File: src/rtl/core/sgd_pkg.sv
package sgd_pkg;

  // fixed widths of the register file and the result fields
  localparam int NUM_COEFF = 7;
  localparam int COEFF_W   = 18;
  localparam int HALF_W    = 3;
  localparam int OUT_W     = 40;
  localparam int BEAT_W    = 4;
  localparam int CFG_IDX_W = 3;
  localparam int CFG_W     = COEFF_W;

  // headroom for a sum of up to seven products
  localparam int SUM_GROWTH = 3;

  // register indexes; coefficient d sits at index REG_COEFF_FIRST + d - 1
  localparam logic [CFG_IDX_W-1:0] REG_WINDOW_HALF = 3'd0;
  localparam logic [CFG_IDX_W-1:0] REG_COEFF_FIRST = 3'd1;

  // register reset values
  localparam logic [HALF_W-1:0]         WINDOW_HALF_RST = 3'd2;
  localparam logic signed [COEFF_W-1:0] COEFF1_RST      = 18'sd43691;
  localparam logic signed [COEFF_W-1:0] COEFF2_RST      = -18'sd5461;

  typedef logic signed [COEFF_W-1:0] coeff_t;

  // per-item control that travels with the data through the pipe
  typedef struct packed {
    logic              has_value;    // first beat carries the filter sum
    logic              record_last;  // item closes the record
    logic [BEAT_W-1:0] beats;        // result beats caused by this item
  } sgd_ctl_t;

endpackage

File: src/rtl/core/sgd_tap_select.sv
module sgd_tap_select
  import sgd_pkg::*;
#(
  parameter int MAX_HALF    = 7,
  parameter int SAMPLE_BITS = 16
) (
  input  logic                          clk,
  input  logic                          rst,
  input  logic                          in_valid,
  output logic                          in_ready,
  input  logic signed [SAMPLE_BITS-1:0] sample,
  input  logic                          record_end,
  input  logic [HALF_W-1:0]             window_half,
  output logic                          s1_valid,
  input  logic                          s1_ready,
  output logic signed [SAMPLE_BITS:0]   diff [MAX_HALF],
  output sgd_ctl_t                      ctl
);

  localparam int WIN_DEPTH = 2 * MAX_HALF + 1;
  localparam int WIN_IDX_W = $clog2(WIN_DEPTH);
  localparam int POS_MAX   = 2 * MAX_HALF + 1;
  localparam int POS_W     = $clog2(POS_MAX + 1);
  localparam int DIFF_W    = SAMPLE_BITS + 1;

  logic signed [SAMPLE_BITS-1:0] window      [WIN_DEPTH];
  logic signed [SAMPLE_BITS-1:0] window_next [WIN_DEPTH];
  logic signed [DIFF_W-1:0]      diff_next   [MAX_HALF];
  logic [POS_W-1:0]              pos;
  logic [POS_W-1:0]              pos_next;
  logic [HALF_W-1:0]             h_eff;
  logic [HALF_W-1:0]             pend;
  logic                          regular;
  logic                          full;
  logic                          fire;
  sgd_ctl_t                      ctl_next;

  assign in_ready = !s1_valid || s1_ready;
  assign fire     = in_valid && in_ready;

  // clamp the half width to what the window can hold
  assign h_eff = (window_half > HALF_W'(MAX_HALF)) ? HALF_W'(MAX_HALF) : window_half;

  // window after the new sample shifts in, newest at tap zero
  always_comb begin
    window_next[0] = sample;
    for (int i = 1; i < WIN_DEPTH; i++) begin
      window_next[i] = window[i - 1];
    end
  end

  // result bookkeeping for this beat
  always_comb begin
    regular  = pos >= POS_W'(h_eff);
    full     = pos >= POS_W'({h_eff, 1'b0});
    if (!record_end) begin
      pend = '0;
    end else if (regular) begin
      pend = h_eff;
    end else begin
      pend = HALF_W'(pos) + HALF_W'(1);
    end
    ctl_next.has_value   = regular;
    ctl_next.record_last = record_end;
    ctl_next.beats       = BEAT_W'(regular) + BEAT_W'(pend);
    if (record_end) begin
      pos_next = '0;
    end else if (pos < POS_W'(POS_MAX)) begin
      pos_next = pos + POS_W'(1);
    end else begin
      pos_next = pos;
    end
  end

  // antisymmetric tap pairs around the window center
  always_comb begin
    logic [WIN_IDX_W-1:0] lo_idx;
    logic [WIN_IDX_W-1:0] hi_idx;
    for (int l = 0; l < MAX_HALF; l++) begin
      lo_idx = WIN_IDX_W'(h_eff) - WIN_IDX_W'(l + 1);
      hi_idx = WIN_IDX_W'(h_eff) + WIN_IDX_W'(l + 1);
      if (full && (HALF_W'(l) < h_eff)) begin
        diff_next[l] = DIFF_W'(window_next[lo_idx]) - DIFF_W'(window_next[hi_idx]);
      end else begin
        diff_next[l] = '0;
      end
    end
  end

  // stage valid and record position
  always_ff @(posedge clk) begin
    if (rst) begin
      s1_valid <= 1'b0;
      pos      <= '0;
    end else begin
      if (fire) begin
        s1_valid <= 1'b1;
        pos      <= pos_next;
      end else if (s1_ready) begin
        s1_valid <= 1'b0;
      end
    end
  end

  // window and stage payload
  always_ff @(posedge clk) begin
    if (fire) begin
      window <= window_next;
      diff   <= diff_next;
      ctl    <= ctl_next;
    end
  end

  a_end_clears_pos: assert property (@(posedge clk) disable iff (rst)
    fire && record_end |=> pos == '0)
    else $error("record position not cleared after record end");

  a_pos_bounded: assert property (@(posedge clk) disable iff (rst)
    pos <= POS_W'(POS_MAX))
    else $error("record position past saturation");

endmodule

File: config.mk
export PLATFORM = sky130hd
export DESIGN_NAME = sgd_tap_select
export DESIGN_NICKNAME = d
export VERILOG_FILES = /design/src/rtl/core/sgd_pkg.sv /design/src/rtl/core/sgd_tap_select.sv
export SDC_FILE = /design/constraint.sdc
export NUM_CORES = 1
export LEC_CHECK = 0
export ABC_CLOCK_PERIOD_IN_PS = 27100
export BUFFER_PORTS_ARGS = -buffer_cell sky130_fd_sc_hd__buf_2
export CAP_MARGIN = 15
export CORE_MARGIN = 2
export CORE_UTILIZATION = 40
export CTS_CLUSTER_DIAMETER = 120
export CTS_CLUSTER_SIZE = 30
export DETAILED_ROUTE_END_ITERATION = 7
export PLACE_DENSITY_LB_ADDON = 0.3
export SLEW_MARGIN = 20
export SYNTH_ARGS = -nofsm -noshare
export SYNTH_HDL_FRONTEND = slang
export SYNTH_SLANG_ARGS = --single-unit
File: constraint.sdc
create_clock -name clk -period 27.1 [get_ports clk]
set_input_delay 4.065 -clock clk [delete_from_list [all_inputs] [get_ports clk]]
set_output_delay 4.065 -clock clk [all_outputs]
set_load 0.02 [all_outputs]
==> metrics.md <==
| Metric | Value |
|---|---|
| Status | `finished, final reports clean` |
| Cts repair resizes | `0` |
| Top cells by instance count after synthesis | `edfxtp_1, nand2_1, nor2_1` |
| Mapped cell area | `26800 um^2` |
| Synth top area share | `39.1%` |
| Number of port buffers | `150` |
| Area Overhead vs Synth | `7.22%` |
| Clk_lat worst skew | `0.56 ns` |
| Worst EP required | `27.51 ns` |
| Die Ht | `263 um` |
| Final Skew | `0.0214 ns` |
| Post-CTS Setup Inserts | `0` |
| Initial antenna violation count | `1` |
| Top cells by area, synth | `edfxtp_1, mux4_2, ha_1` |
| Total CTS buffers | `17` |
| FF-to-FF setup slack | `22.52 ns` |
| GRT overflow | `0` |
| TritonCTS clock tree | `done` |
| CP peak stage delay | `0.73 ns` |
| Crit path from | `window_half[0]` |
| Number of register bits inferred by synthesis | `354` |
| YS warnings | `0` |
| Clk slew on worst S/H paths | `0.11 ns` |
| CTS sink count | `354` |
| 1st-pass router iterations | `5` |
| Die span in x | `263 um` |
| Total power draw | `1780 uW` |
| Post-synth EDFFs | `349` |
| Largest area contributor in the netlist | `edfxtp_1` |
| GRT Overall Usage | `23.3%` |
| Fillers | `6302` |
| DP HPWL | `62900 um` |
| Worst Path Max Fanout | `51` |
| Vias in the first global route | `19718` |
| Reg-to-reg endpoint | `diff[97]$_SDFFCE_PN0P_` |
| DRT antenna net count | `0` |
| Clock buffer depth | `3` |
| Cells along the critical path | `buf_8, clkinv_1, buf_4, ha_4, buf_4, mux4_2, nand2_1, nand2_1, nor2_1, a31oi_1, ha_1, a21o_1, or2_0, o311a_1, a21oi_2, o31ai_2, o31ai_4, mux2i_1` |
| # Max-Cap Violations | `0` |
| Synthesized area per cell | `10.4 um^2` |
| Cts hold-fix bufs | `0` |
| Min cycle time layout | `9.52 ns` |
| Largest net degree at the start of global routing | `132` |
| Final period util | `35.1%` |
| RSZ-0062 raised after global routing | `false` |
| Initial Util | `40.6%` |
| Maximum vdd ir drop | `0.0379 mV` |
| Final setup vio count | `0` |
| WL/cell | `23.7 um` |
| WHS | `0.496 ns` |
| Pre-CTS setup slack | `17.01 ns` |
| Drt first-iter violations | `2462` |
| Hold Crit Start | `window[38]$_DFFE_PP_` |
| Hold endpoint | `window[22]$_DFFE_PP_` |
| Worst-Margin Slew | `1.12 ns` |
| Hold Violations, Final | `0` |
| Post-route setup TNS | `0 ns` |
| Ports | `151` |
| Count leader, synth | `edfxtp_1` |
| First-pass GRT wire length | `125000 um` |
| Nets | `2790` |
| Final worst slack | `17.58 ns` |
| Cell Pwr Density | `61.9 nW/um^2` |
| Slowest cell on the critical path | `buf_4` |
| Syn nets | `2748` |
| Hold Path Cell Cnt | `0` |
| Post-DR vias/cell | `6.11` |
| CP arrival | `9.93 ns` |
| Gate Count Post-Synth | `2587` |
| Worst reg2reg path depth | `14` |
| Row count | `94` |
| Share of post-route cells with drive strength above 1 | `17.4%` |
| Post-synth top flop | `edfxtp_1` |
| GPL Wtd Cong | `0.948` |
| Final Max Slew Viols | `0` |
| Leakage power | `0.0110 uW` |
| Maximum clock frequency | `0.105 GHz` |
| HP Class | `reg2reg` |
| Crit Path Class | `in2reg` |
| Root Buffer | `clkbuf_16` |
| Number of remaining DRC errors | `0` |
| Part of the Yosys area used for sequential elements | `39.5%` |
| Die area | `69100 um^2` |
| Asr flop ratio synth | `0%` |
| H-Tree Depth | `1` |
| Seq. cell area | `10600 um^2` |
| CORE AREA | `66100 um^2` |
| Critical path endpoint category | `register` |
| Routed WL | `83100 um` |
| Via count | `21374` |
| Slew margin rel. | `24.7%` |
| Post-synth cell types | `86` |
| Critical path launch point type | `input pin` |
| Area occupied by multi-input gates | `15400 um^2` |
| R2r startpoint | `window[224]$_DFFE_PP_` |
-- state kept, by name (all words and copies together), names as in the netlist --
register	flops
s1_valid	1
window	224
ctl	6
pos	4
diff	119
-- area by class of cell --
cell class,count,share of cell area [%]
Sequential cell,354,36.8
Timing Repair Buffer,182,3.55
Clock inverter,8,0.283
Antenna cell,1,0.00871
Tap cell,864,3.76
Clock buffer,18,1.49
Multi-Input combinational cell,2029,53.5
Inverter,45,0.588
-- worst max path at each step --
stage                                        end  slack (ns)  cells after the start
after floorplan              pos[3]$_SDFFE_PP0P_       10.24                      7
after detailed placement  diff[83]$_SDFFCE_PN0P_       17.01                     18
after global placement    diff[83]$_SDFFCE_PN0P_       17.13                     18
final                     diff[83]$_SDFFCE_PN0P_       17.58                     18
after CTS                 diff[83]$_SDFFCE_PN0P_       17.58                     18
after global routing      diff[83]$_SDFFCE_PN0P_       17.20                     18
-- report_power, final --
part / internal, uW / total (uW) / switching [uW]
sequential: 648 / 675 / 26.7
combinational: 309 / 790 / 482
clock: 122 / 313 / 191
total: 1080 / 1780 / 699
-- metrics by stage --
| step | util (%) | cell area (um^2) | instances |
|---|---|---|---|
| floorplan | - | 26800 | 2587 |
| global placement | 42.7 | 28200 | 3474 |
| detailed placement | 42.7 | 28200 | 3474 |
| CTS | 43.5 | 28700 | 3500 |
| global route | 43.5 | 28700 | 3500 |
| finish | 43.5 | 28700 | 3501 |
-- routing by layer --
layer	track usage [%]	part of all wire [%]	wire length (um)	vias to the layer above
li1	-	-	-	9800
met1	34.7	45	37200	10489
met2	35.2	43	36000	1009
met3	4.29	9.7	8070	76
met4	5.34	2.3	1870	0
met5	0	0	0	-
-- cells in the final DEF (no fill, tap or decap), types with 69 or more instances in the layout --
cell type,Yosys,final
mux2i_1,162,162
nand2_1,339,339
mux4_2,134,134
nor2_1,274,272
o21ai_0,166,164
a31oi_1,69,69
a21oi_1,132,130
buf_2,56,148
edfxtp_1,349,349
ha_1,130,128
-- worst max-delay path: cells and delay by family --
kind / cells / cell delay [ns]
buffers and inverters: 4 / 2.19
and+or+nand+nor: 4 / 0.51
muxes: 2 / 0.87
AOI/OAI and AO/OA: 6 / 1.19
adders and majority gates: 2 / 1.03
-- kinds of logic (layout without fill, tap and decap cells) --
family          Yosys count  in the layout  share of synthesized area, %
compound gates          576            576                          13.3
xor+xnor                 75             75                          2.45
buf+inv                 204            253                          3.46
fa+ha+maj               137            137                          6.59
mux                     364            364                          20.2
simple gates            877            877                          14.5
flops                   354            354                          39.5
other cells               0              1                             0
(Power assumes the default switching activity.)
