--- config.mk ---
export PLATFORM = sky130hd
export DESIGN_NAME = sgd_expand
export DESIGN_NICKNAME = d
export VERILOG_FILES = /design/src/rtl/core/sgd_pkg.sv /design/src/rtl/core/sgd_expand.sv
export SDC_FILE = /design/constraint.sdc
export NUM_CORES = 1
export LEC_CHECK = 0
export ABC_AREA = 1
export BUFFER_PORTS_ARGS = -buffer_cell sky130_fd_sc_hd__buf_2
export CAP_MARGIN = 40
export CORE_ASPECT_RATIO = 0.5
export CORE_MARGIN = 2
export CORE_UTILIZATION = 40
export CTS_CLUSTER_DIAMETER = 150
export DETAILED_ROUTE_END_ITERATION = 12
export PLACE_DENSITY = 0.72
export REMOVE_ABC_BUFFERS = 1
export SLEW_MARGIN = 5
export SYNTH_ARGS = -nofsm -noshare
export SYNTH_HDL_FRONTEND = slang
export SYNTH_SLANG_ARGS = --single-unit
--- constraint.sdc ---
create_clock -name clk -period 3.7 [get_ports clk]
set_input_delay 0.185 -clock clk [delete_from_list [all_inputs] [get_ports clk]]
set_output_delay 0.185 -clock clk [all_outputs]
set_load 0.05 [all_outputs]
--- src/rtl/core/sgd_pkg.sv ---
package sgd_pkg;

  // fixed widths of the register file and the result fields
  localparam int NUM_COEFF = 7;
  localparam int COEFF_W   = 18;
  localparam int HALF_W    = 3;
  localparam int OUT_W     = 40;
  localparam int BEAT_W    = 4;
  localparam int CFG_IDX_W = 3;
  localparam int CFG_W     = COEFF_W;

  // headroom for a sum of up to seven products
  localparam int SUM_GROWTH = 3;

  // register indexes; coefficient d sits at index REG_COEFF_FIRST + d - 1
  localparam logic [CFG_IDX_W-1:0] REG_WINDOW_HALF = 3'd0;
  localparam logic [CFG_IDX_W-1:0] REG_COEFF_FIRST = 3'd1;

  // register reset values
  localparam logic [HALF_W-1:0]         WINDOW_HALF_RST = 3'd2;
  localparam logic signed [COEFF_W-1:0] COEFF1_RST      = 18'sd43691;
  localparam logic signed [COEFF_W-1:0] COEFF2_RST      = -18'sd5461;

  typedef logic signed [COEFF_W-1:0] coeff_t;

  // per-item control that travels with the data through the pipe
  typedef struct packed {
    logic              has_value;    // first beat carries the filter sum
    logic              record_last;  // item closes the record
    logic [BEAT_W-1:0] beats;        // result beats caused by this item
  } sgd_ctl_t;

endpackage

--- src/rtl/core/sgd_expand.sv ---
module sgd_expand
  import sgd_pkg::*;
#(
  parameter int SAMPLE_BITS = 16
) (
  input  logic                                           clk,
  input  logic                                           rst,
  input  logic                                           in_valid,
  output logic                                           in_ready,
  input  logic signed [SAMPLE_BITS+COEFF_W+SUM_GROWTH:0] sum,
  input  sgd_ctl_t                                       in_ctl,
  output logic                                           out_valid,
  input  logic                                           out_ready,
  output logic signed [OUT_W-1:0]                        derivative,
  output logic                                           final_result
);

  localparam int ACC_W = SAMPLE_BITS + COEFF_W + SUM_GROWTH + 1;
  localparam int EXT_W = (ACC_W > OUT_W) ? ACC_W : OUT_W;
  localparam logic signed [EXT_W-1:0] SAT_HI = EXT_W'({1'b0, {(OUT_W - 1){1'b1}}});
  localparam logic signed [EXT_W-1:0] SAT_LO = ~SAT_HI;

  logic signed [EXT_W-1:0] sum_ext;
  logic signed [EXT_W-1:0] sum_clamped;
  logic signed [OUT_W-1:0] x_value;
  logic [BEAT_W-1:0]       x_left;
  logic                    x_has_value;
  logic                    x_last;
  logic                    x_valid;
  logic                    emit;
  logic                    x_done;
  logic                    load;

  // clamp the sum to the result range
  always_comb begin
    sum_ext = EXT_W'(sum);
    if (sum_ext > SAT_HI) begin
      sum_clamped = SAT_HI;
    end else if (sum_ext < SAT_LO) begin
      sum_clamped = SAT_LO;
    end else begin
      sum_clamped = sum_ext;
    end
  end

  // one result beat leaves per cycle while the output register is free
  assign emit     = x_valid && (!out_valid || out_ready);
  assign x_done   = emit && (x_left == BEAT_W'(1));
  assign in_ready = !x_valid || x_done;
  assign load     = in_valid && in_ready;

  // control
  always_ff @(posedge clk) begin
    if (rst) begin
      x_valid   <= 1'b0;
      out_valid <= 1'b0;
    end else begin
      if (load) begin
        x_valid <= in_ctl.beats != '0;
      end else if (x_done) begin
        x_valid <= 1'b0;
      end
      if (emit) begin
        out_valid <= 1'b1;
      end else if (out_ready) begin
        out_valid <= 1'b0;
      end
    end
  end

  // pending item and output register
  always_ff @(posedge clk) begin
    if (emit) begin
      derivative   <= x_has_value ? x_value : '0;
      final_result <= x_last && (x_left == BEAT_W'(1));
    end
    if (load) begin
      x_left      <= in_ctl.beats;
      x_has_value <= in_ctl.has_value;
      x_last      <= in_ctl.record_last;
      x_value     <= sum_clamped[OUT_W-1:0];
    end else if (emit) begin
      x_left      <= x_left - BEAT_W'(1);
      x_has_value <= 1'b0;
    end
  end

  a_pending_has_beats: assert property (@(posedge clk) disable iff (rst)
    x_valid |-> x_left != '0)
    else $error("pending item with no beats left");

  a_final_is_zero: assert property (@(posedge clk) disable iff (rst)
    out_valid && final_result |-> derivative == '0)
    else $error("record end beat carries a nonzero value");

endmodule

==> run_results.csv, run 1 <==
group,metric,value,unit
final_layout,synthToLayoutAreaGrowth,23.0,%
clock_tree,clock_tree.htree_level_count,3,
timing,clock-skew-final,0.00405,ns
drt,initialDrtViolationCount,94,
setup_path,critPathSlowestCell,"inv_1",
logic_synthesis,post_synth_inst_count,251,
timing,timing.fmax,0.438,GHz
placement,global_placement_routability_congestion,0.730,
floorplanning,die_h,68.1,microns
logic_synthesis,synthXorXnorAreaFrac,0.267,%
final_layout,num-fill-cells,696,
timing,final_hold_vios,0,
logic_synthesis,synthDistinctLibCells,17,
clock_tree,worst_setup_hold_path_clk_slew,0.06,ns
logic_synthesis,seq_area_frac_synth,79.0,%
logic_synthesis,synth_simple_gate_area_share,9.07,%
clock_tree,cts_sinks,87,
final_layout,fin_nets,361,
timing,postLayoutSetupSlackWorst,1.42,ns
placement,placed_cells_incl_taps,412,
final_layout,layout-drive-gt1-share,36.1,%
drt,wl_per_cell,12.4,microns
min_path,hold_path.class,"in -> reg",
grt,grt-ovfl-total,0,
timing,layout_worst_path_cycle_share,61.7,%
logic_synthesis,syn-cell-area,0.00328,sq mm
pwr,cellLeakagePower,1.90,nW
grt,grt_first_pass_wirelength,7.82,mm
clock_tree,worst_skew_pair.late_latency,0.32,ns
setup_path,timing_worst_setup_path_type,"reg -> reg",
logic_synthesis,synth_top_family_by_area,"buffers and inverters",
logic_synthesis,synth.avg_cell_area,13.1,sq um
grt,groute.usage.overall,11.8,%
clock_tree,cts_tree,"yes",
logic_synthesis,synth_seq_cells,87,
floorplanning,io_pins,91,
setup_path,startpoint_type,"flop",
floorplanning,row_count,23,
floorplanning,dieArea,0.00899,sq mm
grt,vias_in_the_first_global_route,1697,
setup_path,worst-endpoint-arrival,2.29,ns
drt,via_per_inst,4.08,
setup_path,crit_fanout,21,
clock_tree,cts_resized,0,
placement,dp_worst_setup_slack,1.38,ns
setup_path,end_kind,"flop",
placement,postPlaceCellArea,0.00374,sq mm
pwr,power_density,594,mW/mm^2
logic_synthesis,synth-adder-area-share,0.762,%
drt,first_pass_iters,4,
floorplanning,core-area,0.00797,sq mm
final_layout,finish.instance_area,0.00404,sq mm
setup_path,max_stage_delay,0.58,ns
placement,dpl.hpwl,3.86,mm
clock_tree,cts.hold.buffers_added,0,
run,cap_viol_max_count,0,
drt,vias,1745,
timing,drv_slew,0,
clock_tree,clock_tree.buffer_depth,2,
grt,antenna_violations_before_repair,0,
setup_path,timing.critical_path.max_delay_family,"buffers and inverters",
drt,remaining_drc_errors,0,
clock_tree,postCtsSetupRepairBufs,0,
final_layout,finish.cell_count_without_fillers,428,
setup_path,cp_cell_sequence,"inv_1, ha_1, nand3_2, nand2_4, nand2_4, inv_1, buf_4",
floorplanning,die_x,132,microns
timing,timing.final.setup_violations,0,
pwr,vdd_ir_drop_max,262,uV
timing,actual_transition_at_the_worst_max_transition_pin,0.784,ns
drt,postRouteAntennaNets,0,
final_layout,antenna_cells,0,
placement,place.port_buffers,90,
logic_synthesis,synth-warning-count,0,
floorplanning,start_util,41.2,%
timing,min_period,2.28,ns
timing,max_slew_margin,47.7,%
logic_synthesis,synthMuxAreaShare,0,%
timing,rsz0062_at_grt,"false",
logic_synthesis,synth_compound_gate_area_share,0.305,%
drt,routed_wl,5.30,mm
timing,totalNegativeSetupSlack,0,ns
run_status,status,"complete, no violations",
clock_tree,clk_root_buffer_cell,"clkbuf_16",
final_layout,fin_util,50.7,%
setup_path,crit_required,3.71,ns
grt,grt_max_degree,41,
clock_tree,cts_buffers,9,
setup_path,worstPathBufferInverterCount,3,
cell families after synthesis:
family | Yosys count
DFF | 87
buffers and inverters | 90
adders and majority gates | 2
and+or+nand+nor | 69
xor gates and xnor gates | 1
AOI/OAI and AO/OA | 2
routing by layer:
metal / GRT usage (%) / part of all wire (%) / up-vias
met2: 22.7 / 57 / 30
met5: 0 / 0 / -
li1: - / - / 886
met4: 4.89 / 0.83 / 0
met1: 12.1 / 39 / 825
met3: 4.07 / 3.7 / 4
state kept, by name, indices dropped and copies added (netlist names):
signal and flops:
derivative 39, final_result 1, x_has_value 1, x_last 1, x_left 4, x_value 39, out_valid 1, x_valid 1
per-stage QoR:
step / power (W) / hold WS [ns]
after floorplan: 0.00145 / 0.254
after global placement: 0.00153 / 0.363
after detailed placement: 0.00155 / 0.363
after CTS: 0.00242 / 0.0187
after global routing: 0.00249 / 0.0103
final: 0.00240 / 0.0308
synth_stat cells, drive strengths merged:
cell | count | area [sq um]
a21oi | 2 | 10.0
and3 | 1 | 7.51
buf | 5 | 30.0
clkbuf | 39 | 146
dfxtp | 2 | 40.0
edfxtp | 85 | 2550
ha | 2 | 25.0
inv | 46 | 173
nand2 | 57 | 229
nand3 | 5 | 30.0
nand3b | 1 | 7.51
nor2 | 5 | 23.8
xor2 | 1 | 8.76
cells in the final DEF, fill, tap and decap left out, types with 3 or more instances in the layout:
cell type | netlist | layout
buf_2 | 3 | 90
edfxtp_1 | 85 | 85
nand2_1 | 55 | 55
inv_1 | 46 | 46
clkbuf_16 | 0 | 9
nand3_1 | 4 | 4
nor2_1 | 3 | 3
clkinvlp_4 | 0 | 3
final cells by class:
type	instances	area, sq um	area share (%)
Sequential cell	87	2590	64.2
Multi-Input combinational cell	74	342	8.46
Inverter	46	173	4.28
Clock inverter	7	73.8	1.83
Timing Repair Buffer	93	493	12.2
Clock buffer	9	225	5.58
Tap cell	112	140	3.47
worst paths after layout:
path / startpoint / slack (ns) / endpoint / depth (start not counted)
setup reg to reg: x_left[1] / 1.42 / x_value[36] / 7
setup / recovery: x_left[1] / 1.42 / x_value[36] / 7
hold reg to reg: x_value[36] / 0.50 / derivative[36] / 2
hold / removal: sum[31] / 0.03 / x_value[31] / 1
report_power, final:
part           internal, W  switching [W]
clock             0.000522       0.000355
combinational    0.0000786       0.000232
sequential         0.00118      0.0000297
total              0.00178       0.000616
(Power assumes the default switching activity.)
==> run 2: changes to the inputs <==
==> constraint.sdc (replaced) <==
create_clock -name clk -period 2.29 [get_ports clk]
set_input_delay 0.1145 -clock clk [delete_from_list [all_inputs] [get_ports clk]]
set_output_delay 0.1145 -clock clk [all_outputs]
set_load 0.05 [all_outputs]
==> run 2 against run 1 <==
Net effect:
- non-clock buffer count is 40 higher
- combinational power rose by 79%
- via count grew 9.7%
- cell area is 10% higher
- cell count is 9.3% higher
- die area did not move
- clock skew rose by 0.0015 ns
- count of clock-buffer cells in the layout did not move
- setup slack got worse by 0.76 ns
- largest cell class unchanged
==> run_results.csv, run 2 (synthesis results as in run 1) <==
group,metric,value,unit
floorplanning,core-area,0.00797,sq mm
setup_path,startpoint_type,"flop",
drt,first_pass_iters,5,
clock_tree,cts_resized,0,
pwr,power_density,902,mW/mm^2
setup_path,timing_worst_setup_path_type,"reg -> reg",
floorplanning,die_h,68.1,microns
floorplanning,io_pins,91,
timing,min_period,1.63,ns
drt,wl_per_cell,12.8,microns
floorplanning,row_count,23,
clock_tree,cts_buffers,9,
final_layout,final_common_cell,"buf_2",
placement,place.port_buffers,90,
grt,vias_in_the_first_global_route,2029,
timing,timing.final.setup_violations,0,
timing,actual_transition_at_the_worst_max_transition_pin,0.670,ns
placement,global_placement_routability_congestion,0.682,
timing,drv_slew,0,
clock_tree,worst_skew_pair.late_latency,0.33,ns
placement,dpl.hpwl,3.73,mm
setup_path,critPathSlowestCell,"edfxtp_1",
final_layout,area.sequential,0.00259,sq mm
final_layout,fin_nets,401,
setup_path,timing.critical_path.max_delay_family,"buffers and inverters",
pwr,vdd_ir_drop_max,391,uV
setup_path,cp_cell_sequence,"inv_1, ha_1, nand3_2, nand2_4, nand2_4, inv_1, buf_12",
run_status,status,"complete, no violations",
timing,rsz0062_at_grt,"false",
grt,grt_first_pass_wirelength,9.32,mm
min_path,hold_path.class,"in -> reg",
final_layout,multi_input_comb_area,342,sq um
clock_tree,clock_tree.buffer_depth,2,
setup_path,worst-endpoint-arrival,1.66,ns
floorplanning,start_util,41.2,%
clock_tree,postCtsSetupRepairBufs,0,
final_layout,most_frequent_cells_in_the_layout,"buf_2, edfxtp_1, nand2_1",
final_layout,largestRegisters,"derivative x39, x_value x39, x_left x4",
setup_path,worstPathBufferInverterCount,3,
clock_tree,clk_root_buffer_cell,"clkbuf_16",
grt,antenna_violations_before_repair,0,
floorplanning,dieArea,0.00899,sq mm
final_layout,antenna_cells,0,
setup_path,max_stage_delay,0.37,ns
drt,via_per_inst,4.09,
timing,final_hold_vios,0,
setup_path,end_kind,"flop",
run,cap_viol_max_count,0,
drt,initialDrtViolationCount,85,
drt,routed_wl,6.01,mm
drt,remaining_drc_errors,0,
timing,max_slew_margin,55.3,%
drt,vias,1915,
drt,postRouteAntennaNets,0,
timing,timing.fmax,0.612,GHz
setup_path,crit_fanout,40,
timing,clock-skew-final,0.00557,ns
grt,grt-ovfl-total,0,
clock_tree,cts_sinks,87,
final_layout,layout-drive-gt1-share,32.3,%
setup_path,crit_required,2.32,ns
grt,groute.usage.overall,14.1,%
clock_tree,clock_tree.htree_level_count,3,
final_layout,fin_util,55.8,%
clock_tree,cts_tree,"yes",
clock_tree,worst_setup_hold_path_clk_slew,0.06,ns
final_layout,synthToLayoutAreaGrowth,35.6,%
grt,grt_max_degree,41,
floorplanning,die_x,132,microns
timing,totalNegativeSetupSlack,0,ns
timing,layout_worst_path_cycle_share,71.4,%
final_layout,num-fill-cells,651,
pwr,cellLeakagePower,2.08,nW
run 2: report_power, final:
part           internal, W  switching, W
Sequential         0.00191     0.0000514
Combinational     0.000171      0.000385
Clock             0.000872      0.000627
run 2: tightest hold or removal path, stage by stage:
cell	delay [ns]
buf_2	0.14
nand2_1	0.07
a21oi_1	0.05
run 2: repair_timing:
action | 4_1_cts | 5_1_grt
setup endpoints to repair | 0 | 0
hold buffers | 40 | 0
endpoints found under the hold margin | 42 | 0
run 2: metrics by stage:
| step | power, W | hold slack, ns | instance area (sq um) | worst slack (ns) | instances |
|---|---|---|---|---|---|
| floorplan | 0.00234 | 0.184 | 3110 | 0.0600 | 207 |
| global placement | 0.00247 | 0.293 | 3720 | 0.733 | 411 |
| detailed placement | 0.00250 | 0.293 | 3740 | 0.660 | 412 |
| CTS | 0.00405 | 0.0819 | 4450 | 0.655 | 468 |
| global route | 0.00418 | 0.108 | 4450 | 0.526 | 468 |
| finish | 0.00402 | 0.0950 | 4450 | 0.655 | 468 |
run 2: final timing paths:
kind	slack, ns	start	cells past startpoint	end
max	0.66	x_left[1]	7	x_value[28]
min	0.09	in_valid	3	x_valid
max reg2reg	0.66	x_left[1]	7	x_value[28]
min reg2reg	0.50	x_value[35]	2	derivative[35]
run 2: layer usage:
metal,global-route usage (%),wire length [microns]
met5,0,0
met4,6.66,112
met3,5.70,233
met2,27.0,3440
met1,13.9,2220
run 2: cell type report:
cell class | instances | area share (%)
Clock buffer | 9 | 5.06
Timing Repair Buffer | 133 | 20.1
Multi-Input combinational cell | 74 | 7.67
Tap cell | 112 | 3.15
Sequential cell | 87 | 58.2
Clock inverter | 7 | 1.94
Inverter | 46 | 3.88
